### src/hw/rtl/mtrd_pkg.sv
// Shared constants, types and word functions for the range-draw generator.
package mtrd_pkg;

  localparam int STATE_WORDS  = 624;
  localparam int TWIST_OFFSET = 397;
  localparam int ADDR_W       = 10;

  typedef logic [ADDR_W-1:0] addr_t;
  typedef logic [31:0]       word_t;

  // Last word index, the read position codes beyond it, and the far-neighbour split and offset.
  localparam addr_t POS_LAST    = addr_t'(STATE_WORDS - 1);
  localparam addr_t POS_USED    = addr_t'(STATE_WORDS);
  localparam addr_t POS_PENDING = addr_t'(STATE_WORDS + 1);
  localparam addr_t FAR_SPLIT   = addr_t'(STATE_WORDS - TWIST_OFFSET);
  localparam addr_t FAR_OFFSET  = addr_t'(TWIST_OFFSET);

  localparam word_t SEED_RESET = 32'd4357;
  localparam logic [16:0] SEED_MULT = 17'd69069;
  localparam word_t MAT_A      = 32'h9908_b0df;
  localparam word_t UP_MASK    = 32'h8000_0000;
  localparam word_t LO_MASK    = 32'h7fff_ffff;
  localparam word_t TEMPER_B   = 32'h9d2c_5680;
  localparam word_t TEMPER_C   = 32'hefc6_0000;

  // One access to the state store.
  typedef struct packed {
    logic  we;
    addr_t waddr;
    word_t wdata;
    addr_t raddr;
  } store_req_t;

  function automatic word_t mix(word_t hi_src, word_t lo_src, word_t far_src);
    word_t y;
    y = (hi_src & UP_MASK) | (lo_src & LO_MASK);
    return far_src ^ (y >> 1) ^ (y[0] ? MAT_A : 32'd0);
  endfunction

  function automatic word_t temper(word_t w);
    word_t y;
    y = w;
    y = y ^ (y >> 11);
    y = y ^ ((y << 7) & TEMPER_B);
    y = y ^ ((y << 15) & TEMPER_C);
    y = y ^ (y >> 18);
    return y;
  endfunction

endpackage

### src/hw/rtl/mtrd_modulo.sv
// Bit-serial restoring remainder unit, one dividend bit per cycle.
module mtrd_modulo import mtrd_pkg::*; (
  input  logic  clk,
  input  logic  rst,
  input  logic  start,
  input  word_t dividend,
  input  word_t divisor,
  output logic  done,
  output word_t remainder
);

  logic        busy;
  logic [4:0]  cnt;
  word_t       dvd;
  word_t       dsr;
  word_t       rem;
  logic [32:0] trial;
  logic [32:0] diff;
  logic        fits;

  // Shift in the next dividend bit and subtract where it fits.
  assign trial = {rem, dvd[31]};
  assign diff  = trial - {1'b0, dsr};
  assign fits  = trial >= {1'b0, dsr};

  always_ff @(posedge clk) begin
    if (rst) begin
      busy <= 1'b0;
      done <= 1'b0;
      cnt  <= '0;
    end else begin
      done <= 1'b0;
      if (start) begin
        busy <= 1'b1;
        cnt  <= '0;
      end else if (busy) begin
        cnt <= cnt + 5'd1;
        if (cnt == 5'd31) begin
          busy <= 1'b0;
          done <= 1'b1;
        end
      end
    end
  end

  always_ff @(posedge clk) begin
    if (start) begin
      dvd <= dividend;
      dsr <= divisor;
      rem <= '0;
    end else if (busy) begin
      dvd <= {dvd[30:0], 1'b0};
      rem <= fits ? diff[31:0] : trial[31:0];
    end
  end

  assign remainder = rem;

endmodule

### config.mk
export PLATFORM = sky130hd
export DESIGN_NAME = mtrd_modulo
export DESIGN_NICKNAME = d
export VERILOG_FILES = /design/src/hw/rtl/mtrd_pkg.sv /design/src/hw/rtl/mtrd_modulo.sv
export SDC_FILE = /design/constraint.sdc
export NUM_CORES = 1
export LEC_CHECK = 0
export BUFFER_PORTS_ARGS = -buffer_cell sky130_fd_sc_hd__buf_4
export CORE_ASPECT_RATIO = 1.25
export CORE_UTILIZATION = 50
export CTS_CLUSTER_DIAMETER = 30
export DETAILED_ROUTE_END_ITERATION = 6
export PLACE_DENSITY = 0.72
export SLEW_MARGIN = 20
export SYNTH_ARGS = -nofsm -noshare
export SYNTH_HDL_FRONTEND = slang
export SYNTH_SLANG_ARGS = --single-unit
export TNS_END_PERCENT = 1
### constraint.sdc
create_clock -name clk -period 4.5 [get_ports clk]
set_input_delay 0.45 -clock clk [delete_from_list [all_inputs] [get_ports clk]]
set_output_delay 0.45 -clock clk [all_outputs]
set_load 0.02 [all_outputs]
==> run_results.csv <==
group,metric,value,unit
cts,cts_tree,"done",
hold_path,hold_path_class,"input port to flop",
logic_synthesis,synth_commonest_cells,"edfxtp_1 (64), nor2_1 (44), dfxtp_1 (39), inv_1 (39), nand2_1 (37)",
drt,drc,0,
logic_synthesis,synth_seq_cells,103,
placement,hpwl,9610,µm
cts,clk_pin_slew,0.07,ns
logic_synthesis,syn-num-nets,686,
logic_synthesis,yosysMostFrequentCell,"edfxtp_1",
global_routing,gr-total-overflow,0,
cts,hold_buffers,0,
cts,root_buffer,"clkbuf_16",
drt,avgRoutedWirePerCell,15.9,µm
cts,cts_sinks,103,
drt,first_pass_iters,4,
global_routing,grt_usage,22.4,%
global_routing,grt_pass1_vias,4642,
critical_path,crit_arrival,3.45,ns
logic_synthesis,synth_top_area_share,32.2,%
sta,slew_headroom,25.9,%
drt,dr_total_vias,4611,
die,die_x,99.7,µm
placement,port_buffers,99,
sta,skew,0.00755,ns
global_routing,antenna_found_initial,0,
global_routing,grt_use_met3,6.34,%
sta,finalHoldViolations,0,
logic_synthesis,synth-main-ff-cell,"edfxtp_1",
final_layout,area_growth_syn_to_layout,18.9,%
global_routing,grt_use_met1,24.4,%
global_routing,busiest_layer,"met2",
die,core_area,11600,µm²
final_layout,finalNetCount,762,
critical_path,critical_path_class,"flop to flop",
power,power.density,360,nW/µm²
cts,htree_levels,3,
die,die_y,124,µm
drt,wirelength,13100,µm
cts,cts_resized,0,
placement,post_dp_cell_area,6770,µm²
final_layout,drive_gt1_share,24.1,%
logic_synthesis,postSynthAreaPerCell,10.2,µm²
logic_synthesis,yosys_warnings,0,
global_routing,grt_pass1_wl,21400,µm
job,drv_cap,0,
sta,rsz0062_at_grt,"false",
logic_synthesis,synth-edff-count,64,
logic_synthesis,ys_top_cells_by_area,"edfxtp_1 (32%), dfxtp_1 (13%), ha_1 (7.1%), mux2_2 (6.0%), mux2i_1 (3.9%)",
sta,slew_viol_final,0,
critical_path,cp-start-kind,"flop",
sta,period_needed,3.16,ns
final_layout,final_cell_area,7100,µm²
logic_synthesis,yosysSeqAreaShare,45.3,%
global_routing,grt_max_degree,74,
critical_path,required,4.79,ns
logic_synthesis,yosysTopAreaCell,"edfxtp_1",
die,initial_core_util,51.4,%
logic_synthesis,yosysUniqueCellTypes,62,
final_layout,antennaDiodeCount,0,
die,row_count,44,
sta,setup_violations,0,
power,p_leak,0.00304,µW
logic_synthesis,syn-cell-area,5970,µm²
drt,detail-route-antenna-nets,0,
sta,worst_pin_slew,1.11,ns
logic_synthesis,async_flop_share,0,%
drt,viasPerCell,5.58,
cts,clock_path_buffers,2,
cts,post_cts_buffers,0,
power,vdd_drop_max,0.241,mV
drt,drtIter0Drc,178,
run_status,status,"completed",
logic_synthesis,syn_inst,584,
die,dieArea,12400,µm²
sta,finalCritPeriodShare,70.2,%
critical_path,critical_path.endpoint_type,"flop",
die,io_pins,100,
global_routing,met2_usage,38.8,%
cts,cts_inserted_buffers,9,
sta,setup_tns,0,ns
cts,clk_latency,0.36,ns
placement,gp_congestion,0.923,
sta,fmax,0.316,GHz
critical_path,crit_fanout,26,
[flip-flops by register name (all words and copies together), names as in the netlist]
name and flops:
dsr 32, dvd 32, remainder 32, cnt 5
busy 1, done 1
[logic make-up (layout without fill, tap and decap cells)]
| family | after synthesis | in the layout | synth area share, % |
|---|---|---|---|
| AO/OA/AOI/OAI | 142 | 142 | 16.0 |
| XOR/XNOR | 29 | 29 | 4.25 |
| adder cells (fa/ha/maj) | 35 | 35 | 7.46 |
| buffers and inverters | 77 | 158 | 5.24 |
| flip-flops | 103 | 103 | 45.3 |
| multiplexers | 55 | 55 | 9.89 |
| AND/OR/NAND/NOR | 143 | 143 | 11.9 |
[path summary, 6_finish.rpt]
check	cells after the start	slack [ns]	to	start
hold / removal	1	0.26	dsr[22]$_DFFE_PP_	divisor[22]
setup / recovery	11	1.34	remainder[26]$_SDFFE_PP0P_	dsr[15]$_DFFE_PP_
hold reg to reg	2	0.50	remainder[2]$_SDFFE_PP0P_	remainder[2]$_SDFFE_PP0P_
setup reg to reg	11	1.34	remainder[26]$_SDFFE_PP0P_	dsr[15]$_DFFE_PP_
[power by group]
part	switching [µW]	leakage [µW]	internal, µW
sequential	42.1	0.000955	1090
combinational	345	0.00193	271
clock	353	0.000147	452
total	740	0.00304	1810
[per-stage QoR]
step	instances	power, µW	utilization [%]	worst slack [ns]	hold WS (ns)
6_report	826	2550	61.1	1.34	0.265
5_1_grt	826	2680	61.1	1.21	0.250
4_1_cts	825	2570	60.9	1.06	0.252
3_5_place_dp	809	1760	58.3	1.07	0.495
3_3_place_gp	809	1750	58.3	1.22	0.487
2_1_floorplan	584	1580	-	1.75	0.498
[cells in the final DEF, fill, tap and decap left out, types with 3 or more instances in the layout]
cell type  count
o31ai_1        3
o21bai_1       6
nand4_1        9
a21o_1         4
nor3b_1        4
and3_1         5
xnor2_1       15
edfxtp_1      64
xor2_1        14
a211oi_1      27
a32oi_1        6
ha_1          34
dfxtp_1       39
nor2_1        44
nor3_1        10
clkbuf_16      9
o21ai_1        5
o311ai_1       3
o21a_1         4
buf_4        102
inv_1         39
o21ai_0       24
nand2_1       37
mux2_2        32
nand3_1       13
a21oi_1       30
nand3b_1       3
mux2i_1       23
a31oi_1        8
nand2b_1       3
[area by class of cell]
type,instances,area [µm²]
Fill cell,1014,4520
Multi-Input combinational cell,404,2950
Sequential cell,103,2700
Timing Repair Buffer,103,786
Clock buffer,11,243
Tap cell,161,201
Inverter,39,146
Clock inverter,5,63.8
[worst max-delay path, stage by stage (launching register included)]
cell      delay [ns]
edfxtp_1        0.34
inv_1           0.05
ha_1            0.44
and3_4          0.26
nand4_2         0.12
or4_4           0.56
nor4_4          0.16
o31a_4          0.18
nor2_4          0.10
buf_12          0.20
or4_1           0.54
o21ai_1         0.14
[layer usage]
layer  share of wire [%]  vias to the layer above  wire length (µm)
met4                 3.5                        0               459
met2                  50                      133              6560
met3                 5.9                       37               778
met5                   0                        -                 0
met1                  41                     2139              5350
li1                    -                     2302                 -
Note: power is estimated with default switching activity, not from simulation.
